### config.mk
export PLATFORM = sky130hd
export DESIGN_NAME = byte_rle_encoder_top
export DESIGN_NICKNAME = d
export VERILOG_FILES = /design/src/rtl/core/brle_pkg.sv /design/src/rtl/core/brle_ram.sv /design/src/rtl/core/brle_emit.sv /design/src/rtl/core/byte_rle_encoder_top.sv
export VERILOG_INCLUDE_DIRS = /design/src /design/src/rtl/core
export SDC_FILE = /design/constraint.sdc
export NUM_CORES = 2
export LEC_CHECK = 0
export BUFFER_PORTS_ARGS = -buffer_cell sky130_fd_sc_hd__buf_2
export CORE_MARGIN = 2
export CORE_UTILIZATION = 51
export DETAILED_ROUTE_END_ITERATION = 8
export PLACE_DENSITY = 0.66
export SLEW_MARGIN = 20
export SYNTH_ARGS = -nofsm -noshare
export SYNTH_HDL_FRONTEND = slang
export SYNTH_SLANG_ARGS = --single-unit
### constraint.sdc
create_clock -name clock -period 7.65 [get_ports clock]
set_input_delay 0.765 -clock clock [delete_from_list [all_inputs] [get_ports clock]]
set_output_delay 0.765 -clock clock [all_outputs]
set_load 0.1 [all_outputs]
### src/rtl/core/assert_macros.svh
// Assertion macros shared by the encoder RTL.
`ifndef ASSERT_MACROS_SVH
`define ASSERT_MACROS_SVH

// The expression holds at every rising clock edge outside reset.
`define ASSERT_ALWAYS(label, clk, rst, expr, msg) \
   label: assert property (@(posedge clk) disable iff (rst) (expr)) else $error(msg);

// The consequent holds in the same cycle as the antecedent.
`define ASSERT_IMPLY(label, clk, rst, ante, cons, msg) \
   label: assert property (@(posedge clk) disable iff (rst) (ante) |-> (cons)) else $error(msg);

// The consequent holds in the cycle after the antecedent.
`define ASSERT_NEXT(label, clk, rst, ante, cons, msg) \
   label: assert property (@(posedge clk) disable iff (rst) (ante) |=> (cons)) else $error(msg);

`endif

### src/rtl/core/brle_pkg.sv
// Shared constants and types of the byte run-length encoder.
`timescale 1ns / 1ps
package brle_pkg;

   localparam int BYTE_W      = 8;
   localparam int MAX_LITERAL = 128;
   localparam int MIN_REPEAT  = 3;
   localparam int MAX_REPEAT  = 130;
   localparam int COUNT_W     = 8;
   localparam int LIT_ADDR_W  = $clog2(MAX_LITERAL);
   localparam int TAIL_W      = 2;
   localparam int BITS_W      = 4;
   localparam int OUT_BYTES   = 8;
   localparam int PACK_IDX_W  = $clog2(OUT_BYTES);
   localparam int OUT_DATA_W  = OUT_BYTES * BYTE_W;
   localparam int OUT_CNT_W   = 4;
   localparam int RSP_DATA_W  = 72;
   localparam int REQ_USER_W  = 3;

   localparam int USR_OP      = 0;
   localparam int USR_NULL    = 1;
   localparam int USR_INV     = 2;

   localparam logic OP_ADD    = 1'b0;
   localparam logic OP_FLUSH  = 1'b1;

   typedef struct packed {
      logic                valid;
      logic                is_rep;
      logic [COUNT_W-1:0]  count;
      logic [BYTE_W-1:0]   value;
   } run_type;

   typedef enum logic [3:0] {
      SEQ_IDLE = 4'b0001,
      SEQ_HEAD = 4'b0010,
      SEQ_BODY = 4'b0100,
      SEQ_ACK  = 4'b1000
   } seq_state_type;

endpackage

### src/rtl/core/brle_ram.sv
// Generic single-port-write, single-port-read RAM with registered read data.
`timescale 1ns / 1ps
module brle_ram #(
   parameter int WIDTH = 8,
   parameter int DEPTH = 128
) (
   input  logic                     clock,
   input  logic                     wr_en,
   input  logic [$clog2(DEPTH)-1:0] wr_addr,
   input  logic [WIDTH-1:0]         wr_data,
   input  logic                     rd_en,
   input  logic [$clog2(DEPTH)-1:0] rd_addr,
   output logic [WIDTH-1:0]         rd_data
);

   logic [WIDTH-1:0] mem_ff [DEPTH];
   logic [WIDTH-1:0] rd_data_ff;

   always_ff @(posedge clock) begin
      if (wr_en) begin
         mem_ff[wr_addr] <= wr_data;
      end
      if (rd_en) begin
         rd_data_ff <= mem_ff[rd_addr];
      end
   end

   assign rd_data = rd_data_ff;

endmodule

### src/rtl/core/brle_emit.sv
// Run emitter: walks the run headers and literal bytes and packs them into result words.
`timescale 1ns / 1ps
`include "assert_macros.svh"
module brle_emit (
   input  logic                               clock,
   input  logic                               reset,
   input  logic                               start,
   input  logic                               ack,
   input  brle_pkg::run_type                  run_a,
   input  brle_pkg::run_type                  run_b,
   output logic                               busy,
   output logic                               rd_en,
   output logic [brle_pkg::LIT_ADDR_W-1:0]    rd_addr,
   input  logic [brle_pkg::BYTE_W-1:0]        rd_data,
   output logic                               rsp_tvalid,
   input  logic                               rsp_tready,
   output logic [brle_pkg::RSP_DATA_W-1:0]    rsp_tdata,
   output logic                               rsp_tlast
);
   import brle_pkg::*;

   seq_state_type              seq_ff, seq_in;
   run_type                    cur_ff, cur_in;
   run_type                    nxt_ff, nxt_in;
   logic [LIT_ADDR_W-1:0]      idx_ff, idx_in;

   logic                       s_valid, s_mem, s_last, s_empty, run_done;
   logic [BYTE_W-1:0]          s_imm;

   logic                       d_valid_ff, d_valid_in;
   logic                       d_mem_ff, d_last_ff, d_empty_ff;
   logic [BYTE_W-1:0]          d_imm_ff;

   logic [OUT_BYTES-1:0][BYTE_W-1:0] pack_ff, merged;
   logic [PACK_IDX_W-1:0]      pack_cnt_ff, pack_cnt_in;
   logic [OUT_DATA_W-1:0]      out_data_ff;
   logic [OUT_CNT_W-1:0]       out_cnt_ff;
   logic                       out_last_ff;
   logic                       rsp_valid_ff, rsp_valid_in;

   logic [BYTE_W-1:0]          cur_byte;
   logic                       need_out, out_free, consume, advance, load_out;

   always_comb begin
      seq_in   = seq_ff;
      cur_in   = cur_ff;
      nxt_in   = nxt_ff;
      idx_in   = idx_ff;
      s_valid  = 1'b0;
      s_mem    = 1'b0;
      s_imm    = '0;
      s_last   = 1'b0;
      s_empty  = 1'b0;
      run_done = 1'b0;
      unique case (seq_ff)
         SEQ_IDLE: begin
            if (start) begin
               if (ack) begin
                  seq_in = SEQ_ACK;
               end else if (run_a.valid) begin
                  cur_in = run_a;
                  nxt_in = run_b;
                  seq_in = SEQ_HEAD;
               end else begin
                  cur_in = run_b;
                  nxt_in = '0;
                  seq_in = SEQ_HEAD;
               end
            end
         end
         SEQ_HEAD: begin
            s_valid = 1'b1;
            s_imm   = cur_ff.is_rep ? cur_ff.count - COUNT_W'(MIN_REPEAT)
                                    : COUNT_W'(0) - cur_ff.count;
            if (advance) begin
               seq_in = SEQ_BODY;
               idx_in = '0;
            end
         end
         SEQ_BODY: begin
            s_valid = 1'b1;
            if (cur_ff.is_rep) begin
               s_imm    = cur_ff.value;
               run_done = 1'b1;
            end else begin
               s_mem    = 1'b1;
               run_done = (COUNT_W'(idx_ff) == cur_ff.count - COUNT_W'(1));
            end
            s_last = run_done && !nxt_ff.valid;
            if (advance) begin
               idx_in = idx_ff + LIT_ADDR_W'(1);
               if (run_done) begin
                  if (nxt_ff.valid) begin
                     cur_in = nxt_ff;
                     nxt_in = '0;
                     seq_in = SEQ_HEAD;
                  end else begin
                     seq_in = SEQ_IDLE;
                  end
               end
            end
         end
         SEQ_ACK: begin
            s_valid = 1'b1;
            s_empty = 1'b1;
            s_last  = 1'b1;
            if (advance) begin
               seq_in = SEQ_IDLE;
            end
         end
         default: begin
            seq_in = SEQ_IDLE;
         end
      endcase
   end

   assign busy    = (seq_ff != SEQ_IDLE);
   assign rd_en   = advance && (seq_ff == SEQ_BODY) && !cur_ff.is_rep;
   assign rd_addr = idx_ff;

   assign cur_byte = d_mem_ff ? rd_data : d_imm_ff;
   assign need_out = d_valid_ff && (d_empty_ff || d_last_ff ||
                                    pack_cnt_ff == PACK_IDX_W'(OUT_BYTES - 1));
   assign out_free = !rsp_valid_ff || rsp_tready;
   assign consume  = d_valid_ff && (!need_out || out_free);
   assign advance  = !d_valid_ff || consume;
   assign load_out = consume && need_out;

   always_comb begin
      for (int k = 0; k < OUT_BYTES; k++) begin
         if (PACK_IDX_W'(k) < pack_cnt_ff) begin
            merged[k] = pack_ff[k];
         end else if (PACK_IDX_W'(k) == pack_cnt_ff) begin
            merged[k] = cur_byte;
         end else begin
            merged[k] = '0;
         end
      end
   end

   assign d_valid_in   = advance ? s_valid : d_valid_ff;
   assign pack_cnt_in  = !consume ? pack_cnt_ff :
                         need_out ? '0 : pack_cnt_ff + PACK_IDX_W'(1);
   assign rsp_valid_in = load_out ? 1'b1 : (rsp_tready ? 1'b0 : rsp_valid_ff);

   always_ff @(posedge clock) begin
      if (reset) begin
         seq_ff       <= SEQ_IDLE;
         nxt_ff       <= '0;
         d_valid_ff   <= 1'b0;
         pack_cnt_ff  <= '0;
         rsp_valid_ff <= 1'b0;
      end else begin
         seq_ff       <= seq_in;
         nxt_ff       <= nxt_in;
         d_valid_ff   <= d_valid_in;
         pack_cnt_ff  <= pack_cnt_in;
         rsp_valid_ff <= rsp_valid_in;
      end
   end

   always_ff @(posedge clock) begin
      cur_ff <= cur_in;
      idx_ff <= idx_in;
      if (advance) begin
         d_mem_ff   <= s_mem;
         d_imm_ff   <= s_imm;
         d_last_ff  <= s_last;
         d_empty_ff <= s_empty;
      end
      if (consume && !need_out) begin
         pack_ff <= merged;
      end
      if (load_out) begin
         out_data_ff <= d_empty_ff ? '0 : merged;
         out_cnt_ff  <= d_empty_ff ? '0 : OUT_CNT_W'(pack_cnt_ff) + OUT_CNT_W'(1);
         out_last_ff <= d_last_ff;
      end
   end

   assign rsp_tvalid = rsp_valid_ff;
   assign rsp_tdata  = {(RSP_DATA_W - OUT_DATA_W - OUT_CNT_W)'(0), out_cnt_ff, out_data_ff};
   assign rsp_tlast  = out_last_ff;

   `ASSERT_IMPLY(a_empty_is_last, clock, reset, rsp_valid_ff && out_cnt_ff == '0, out_last_ff, "empty result word without last")
   `ASSERT_NEXT(a_stalled_byte_kept, clock, reset, d_valid_ff && !consume, d_valid_ff && $stable(d_last_ff) && $stable(d_imm_ff), "stalled byte lost")
   `ASSERT_IMPLY(a_read_in_run, clock, reset, rd_en, COUNT_W'(idx_ff) < cur_ff.count, "literal read beyond run")

endmodule

### src/rtl/core/byte_rle_encoder_top.sv
// Top level of the byte run-length encoder: bit packer, run former and literal memory.
// Throughput: one encoded byte per cycle while the result output does not stall. An item that
// emits bytes, or an empty flush, holds off the next item until the emitter has stepped through
// all of its bytes; any other item does not hold off the next.
// Reset clears the run state, the bit packer and the mode; the literal memory is not cleared.
`timescale 1ns / 1ps
`include "assert_macros.svh"
module byte_rle_encoder_top (
   input  logic                               clock,
   input  logic                               reset,
   input  logic                               req_tvalid,
   output logic                               req_tready,
   input  logic [brle_pkg::BYTE_W-1:0]        req_tdata,   // value
   input  logic [brle_pkg::REQ_USER_W-1:0]    req_tuser,   // operation, is_null, invert
   output logic                               rsp_tvalid,
   input  logic                               rsp_tready,
   output logic [brle_pkg::RSP_DATA_W-1:0]    rsp_tdata,   // out_bytes, byte_count, zero pad
   output logic                               rsp_tlast,
   input  logic                               csr_valid,
   output logic                               csr_ready,
   input  logic                               csr_data
);
   import brle_pkg::*;

   logic                    bool_mode_ff;
   logic [COUNT_W-1:0]      lit_count_ff, lit_count_in;
   logic                    rep_active_ff, rep_active_in;
   logic [TAIL_W-1:0]       tail_run_ff, tail_run_in, tail_nx;
   logic [BYTE_W-1:0]       run_byte_ff, run_byte_in;
   logic [BITS_W-1:0]       bits_left_ff, bits_left_in, bits_dec;
   logic [BYTE_W-1:0]       partial_ff, partial_in, partial_nx;

   logic                    accept, op, is_null, inv, busy;
   logic                    feed_en;
   logic [BYTE_W-1:0]       feed_val;
   logic                    wr_en;
   logic [LIT_ADDR_W-1:0]   wr_addr;
   logic [BYTE_W-1:0]       rd_data;
   logic                    rd_en;
   logic [LIT_ADDR_W-1:0]   rd_addr;
   run_type                 run_a, run_b;
   logic                    ack, start;

   assign accept     = req_tvalid && req_tready;
   assign req_tready = !busy;
   assign csr_ready  = 1'b1;
   assign op         = req_tuser[USR_OP];
   assign is_null    = req_tuser[USR_NULL];
   assign inv        = req_tuser[USR_INV];

   assign bits_dec   = bits_left_ff - BITS_W'(1);
   assign partial_nx = partial_ff |
                       (BYTE_W'(req_tdata[0] ^ inv) << bits_dec[PACK_IDX_W-1:0]);

   always_comb begin
      feed_en      = 1'b0;
      feed_val     = req_tdata;
      bits_left_in = bits_left_ff;
      partial_in   = partial_ff;
      if (accept) begin
         if (op == OP_ADD) begin
            if (!is_null) begin
               if (bool_mode_ff) begin
                  if (bits_dec == '0) begin
                     feed_en      = 1'b1;
                     feed_val     = partial_nx;
                     bits_left_in = BITS_W'(BYTE_W);
                     partial_in   = '0;
                  end else begin
                     bits_left_in = bits_dec;
                     partial_in   = partial_nx;
                  end
               end else begin
                  feed_en = 1'b1;
               end
            end
         end else if (bits_left_ff != BITS_W'(BYTE_W)) begin
            feed_en      = 1'b1;
            feed_val     = partial_ff;
            bits_left_in = BITS_W'(BYTE_W);
            partial_in   = '0;
         end
      end
   end

   always_comb begin
      lit_count_in  = lit_count_ff;
      rep_active_in = rep_active_ff;
      tail_run_in   = tail_run_ff;
      run_byte_in   = run_byte_ff;
      run_a         = '0;
      run_b         = '0;
      wr_en         = 1'b0;
      wr_addr       = lit_count_ff[LIT_ADDR_W-1:0];
      tail_nx       = (feed_val == run_byte_ff) ? tail_run_ff + TAIL_W'(1) : TAIL_W'(1);
      if (feed_en) begin
         priority if (lit_count_ff == '0) begin
            wr_en         = 1'b1;
            wr_addr       = '0;
            lit_count_in  = COUNT_W'(1);
            tail_run_in   = TAIL_W'(1);
            rep_active_in = 1'b0;
            run_byte_in   = feed_val;
         end else if (rep_active_ff) begin
            if (feed_val == run_byte_ff) begin
               if (lit_count_ff + COUNT_W'(1) >= COUNT_W'(MAX_REPEAT)) begin
                  run_a         = '{valid: 1'b1, is_rep: 1'b1,
                                    count: COUNT_W'(MAX_REPEAT), value: run_byte_ff};
                  lit_count_in  = '0;
                  rep_active_in = 1'b0;
                  tail_run_in   = '0;
               end else begin
                  lit_count_in = lit_count_ff + COUNT_W'(1);
               end
            end else begin
               run_a         = '{valid: 1'b1, is_rep: 1'b1,
                                 count: lit_count_ff, value: run_byte_ff};
               wr_en         = 1'b1;
               wr_addr       = '0;
               lit_count_in  = COUNT_W'(1);
               tail_run_in   = TAIL_W'(1);
               rep_active_in = 1'b0;
               run_byte_in   = feed_val;
            end
         end else begin
            if (tail_nx == TAIL_W'(MIN_REPEAT)) begin
               if (lit_count_ff >= COUNT_W'(MIN_REPEAT)) begin
                  run_a = '{valid: 1'b1, is_rep: 1'b0,
                            count: lit_count_ff - COUNT_W'(MIN_REPEAT - 1), value: run_byte_ff};
               end
               rep_active_in = 1'b1;
               tail_run_in   = TAIL_W'(MIN_REPEAT);
               lit_count_in  = COUNT_W'(MIN_REPEAT);
               run_byte_in   = feed_val;
            end else begin
               wr_en        = 1'b1;
               lit_count_in = lit_count_ff + COUNT_W'(1);
               tail_run_in  = tail_nx;
               run_byte_in  = feed_val;
               if (lit_count_ff + COUNT_W'(1) >= COUNT_W'(MAX_LITERAL)) begin
                  run_a         = '{valid: 1'b1, is_rep: 1'b0,
                                    count: COUNT_W'(MAX_LITERAL), value: run_byte_ff};
                  lit_count_in  = '0;
                  tail_run_in   = '0;
                  rep_active_in = 1'b0;
               end
            end
         end
      end
      if (accept && op == OP_FLUSH) begin
         run_b         = '{valid: lit_count_in != '0, is_rep: rep_active_in,
                           count: lit_count_in, value: run_byte_in};
         lit_count_in  = '0;
         rep_active_in = 1'b0;
         tail_run_in   = '0;
      end
   end

   assign ack   = accept && (op == OP_FLUSH) && !run_a.valid && !run_b.valid;
   assign start = accept && (run_a.valid || run_b.valid || ack);

   always_ff @(posedge clock) begin
      if (reset) begin
         bool_mode_ff  <= 1'b0;
         lit_count_ff  <= '0;
         rep_active_ff <= 1'b0;
         tail_run_ff   <= '0;
         run_byte_ff   <= '0;
         bits_left_ff  <= BITS_W'(BYTE_W);
         partial_ff    <= '0;
      end else begin
         if (csr_valid && csr_ready) begin
            bool_mode_ff <= csr_data;
         end
         lit_count_ff  <= lit_count_in;
         rep_active_ff <= rep_active_in;
         tail_run_ff   <= tail_run_in;
         run_byte_ff   <= run_byte_in;
         bits_left_ff  <= bits_left_in;
         partial_ff    <= partial_in;
      end
   end

   brle_ram #(
      .WIDTH (BYTE_W),
      .DEPTH (MAX_LITERAL)
   ) u_lit_ram (
      .clock   (clock),
      .wr_en   (wr_en),
      .wr_addr (wr_addr),
      .wr_data (feed_val),
      .rd_en   (rd_en),
      .rd_addr (rd_addr),
      .rd_data (rd_data)
   );

   brle_emit u_emit (
      .clock      (clock),
      .reset      (reset),
      .start      (start),
      .ack        (ack),
      .run_a      (run_a),
      .run_b      (run_b),
      .busy       (busy),
      .rd_en      (rd_en),
      .rd_addr    (rd_addr),
      .rd_data    (rd_data),
      .rsp_tvalid (rsp_tvalid),
      .rsp_tready (rsp_tready),
      .rsp_tdata  (rsp_tdata),
      .rsp_tlast  (rsp_tlast)
   );

   `ASSERT_ALWAYS(a_literal_bound, clock, reset, rep_active_ff || (lit_count_ff < COUNT_W'(MAX_LITERAL) && tail_run_ff != TAIL_W'(MIN_REPEAT)), "literal run state out of range")
   `ASSERT_ALWAYS(a_bits_range, clock, reset, bits_left_ff != '0 && bits_left_ff <= BITS_W'(BYTE_W), "bit packer count out of range")

endmodule

==> run metrics <==
die height 321 um; RSZ-0062 raised after global routing false; I/O pins 93; Resized cells post-CTS 0; pin count of the biggest net entering global routing 157; Worst-Margin Slew 1.11 ns; most common cell after layout, fill and taps aside edfxtp_1; CP arrival 6.67 ns; Post-synth EDFFs 1,192; post-route ant nets 0; Synth Warn # 0; GPL Wtd Cong 0.880; DR vias/cell 6.33; final-layout fill cell count 7,229; cell count after synthesis 2,700; Post-Layout Inst Area 57,400 um^2; synthesized flop and latch total 1,251; sequential area share after synthesis 72.4%; Max Slew Vio Count 0; leakage 18.2 nW; worst path required time 8.01 ns; Ant. Diodes 0; Final #Nets 2,834; Inst Count DP 3,969; Root Buffer clkbuf_16; CTS tree done; minimum clock period 6.31 ns; most used flip-flop cell after synthesis edfxtp_1; Sink Count 1,251; Vias 26,600; Hold-fix buffers, CTS 0; Async SR Flop Fraction 0%; PD cells 277 nW/um^2; die area 103,000 um^2; Register Area 37,000 um^2; crit end category flip-flop; first-pass GRT wire length 178,000 um; Inserted Clock Buffers 130; Port Buf Inserts 87; Die W 321 um; Core Box Area 99,700 um^2; wire length per cell 28.1 um; CP Max Fanout 14; H-Tree Depth 4; Setup Skew 0.0250 ns; WL final 118,000 um; fmax 0.159 GHz; share of cells above drive strength 1 25.9%; Worst slew margin 25.9%; drt first pass iters 6; Hold/Removal Path Class in2reg; DRC Markers 0; syn avg cell area 18.9 um^2; Final TNS setup 0 ns; Max-Cap Viols 0; Worst Setup Path Type reg2reg; Final Hold Vio Count 0; most frequent cells in the layout edfxtp_1 (1,192), mux4_2 (336), nor2_1 (185); Total GRT Usage 23.3%; register clock-pin slew on the reported worst setup and hold paths 0.06 ns; Placement Cell Area 53,000 um^2; post-route insts no fill 4,201; VDD IR max 0.000213 V; CP Launch Type flip-flop; final hold slack 0.283 ns; Detailed Place HPWL 73,000 um; grt ovf 0; Max clock buf depth 3; Final WS setup 1.34 ns; setup bufs post-CTS 0; part of the cycle the worst path needs 82.4%; worst skew pair latency 0.74 ns; pre-CTS WS 1.41 ns; initial DRC count 3,435; Post-Syn Area 51,100 um^2; Area Growth Syn to Fin 12.3%; initial antenna violation count 1; # setup viols final 0; Starting Density 51.2%; status completed; area of the multi-input gates 13,500 um^2; vias in the first global route 26,200; Synth cell types 83; standard-cell rows 116
[through the flow]
stage / util [%] / power [mW]
3_3_place_gp: 53.2 / 9.62
2_1_floorplan: - / 9.07
5_1_grt: 57.5 / 16.4
4_1_cts: 57.5 / 16.0
6_report: 57.5 / 15.9
3_5_place_dp: 53.2 / 9.65
[worst paths after layout]
check	to	cells after the start	slack (ns)	start
worst min-delay path	bool_mode_ff	3	0.28	csr_data
worst max-delay path	u_lit_ram.mem_ff[60][1]	14	1.34	bits_left_ff[0]
worst max register to register	u_lit_ram.mem_ff[60][1]	14	1.34	bits_left_ff[0]
worst min register to register	u_emit.nxt_ff[13]	2	0.46	u_emit.nxt_ff[13]
[cell type report]
class / instances / share of cell area [%]
Clock inverter: 75 / 1.52
Sequential cell: 1251 / 64.4
Multi-Input combinational cell: 1254 / 23.5
Timing Repair Buffer: 138 / 1.49
Inverter: 28 / 0.192
Clock buffer: 157 / 6.07
Tap cell: 1298 / 2.83
[report_power, final]
part	internal, mW	switching [mW]	total (mW)
Sequential	7.77	0.0576	7.83
Clock	3.80	2.60	6.40
Combinational	0.601	1.06	1.66
Total	12.2	3.72	15.9
[state kept, by name, indices dropped and copies added (netlist names), 7 cells and up]
| signal | cells |
|---|---|
| u_emit.out_data_ff | 64 |
| u_lit_ram.mem_ff | 1024 |
| lit_count_ff | 8 |
| u_lit_ram.rd_data | 8 |
| run_byte_ff | 8 |
| partial_ff | 8 |
| u_emit.nxt_ff | 18 |
| u_emit.d_imm_ff | 8 |
| u_emit.rd_addr | 7 |
| u_emit.cur_ff | 17 |
| u_emit.pack_ff | 56 |
[worst max-delay path, cell delays in order (launching register included)]
cell and delay [ns]:
dfxtp_1 0.52, inv_1 0.19, ha_1 0.36, and2_1 0.25
a211o_1 0.46, a311oi_1 0.64, nor4_1 0.17, nor4b_4 0.42
and4_1 0.52, nor3_2 0.07, buf_4 0.21, nor4_1 0.47
nand2_1 0.66, buf_4 0.43, nor2_1 0.56
[routing by layer]
metal,part of all wire (%),GRT usage [%],vias to the layer above
met4,2.5,6.84,0
met5,0,0,-
met1,42,34.5,13900
met2,48,36.1,1277
met3,7.9,4.13,198
li1,-,-,11300
[Yosys cell counts (all sizes together) (7+ instances only)]
cell type  instances  area [um^2]
edfxtp          1192        35800
mux4             336         7570
nor2             185          694
clkbuf           117          439
nand2            113          424
nor2b             68          425
o21ai             63          315
dfxtp             59         1180
buf               53          248
a21oi             44          231
nand3             33          178
nor3              33          176
a22o              30          263
inv               27          101
nor4              27          194
and2              26          163
mux2              26          293
a22oi             21          158
a211oi            20          185
xnor2             16          140
ha                14          175
o22ai             14         87.6
xor2              12          105
nand2b            11         68.8
a2111oi           10          138
a311oi            10         87.6
mux2i             10          100
o211ai            10         80.1
nand4              9         77.6
nor4b              9          139
o31ai              9         67.6
or3                9         56.3
a31oi              7         58.8
and3               7         43.8
[logic make-up (layout without fill, tap and decap cells)]
kind of cell | Yosys count | after routing | share of synthesized area [%]
flops | 1251 | 1251 | 72.4
simple gates | 551 | 551 | 5.52
mux | 372 | 372 | 15.6
compound gates | 284 | 284 | 4.12
buf+inv | 198 | 398 | 1.56
xor+xnor | 28 | 28 | 0.480
fa+ha+maj | 14 | 14 | 0.343
other cells | 2 | 5 | 0.0147
(Power assumes the default switching activity.)
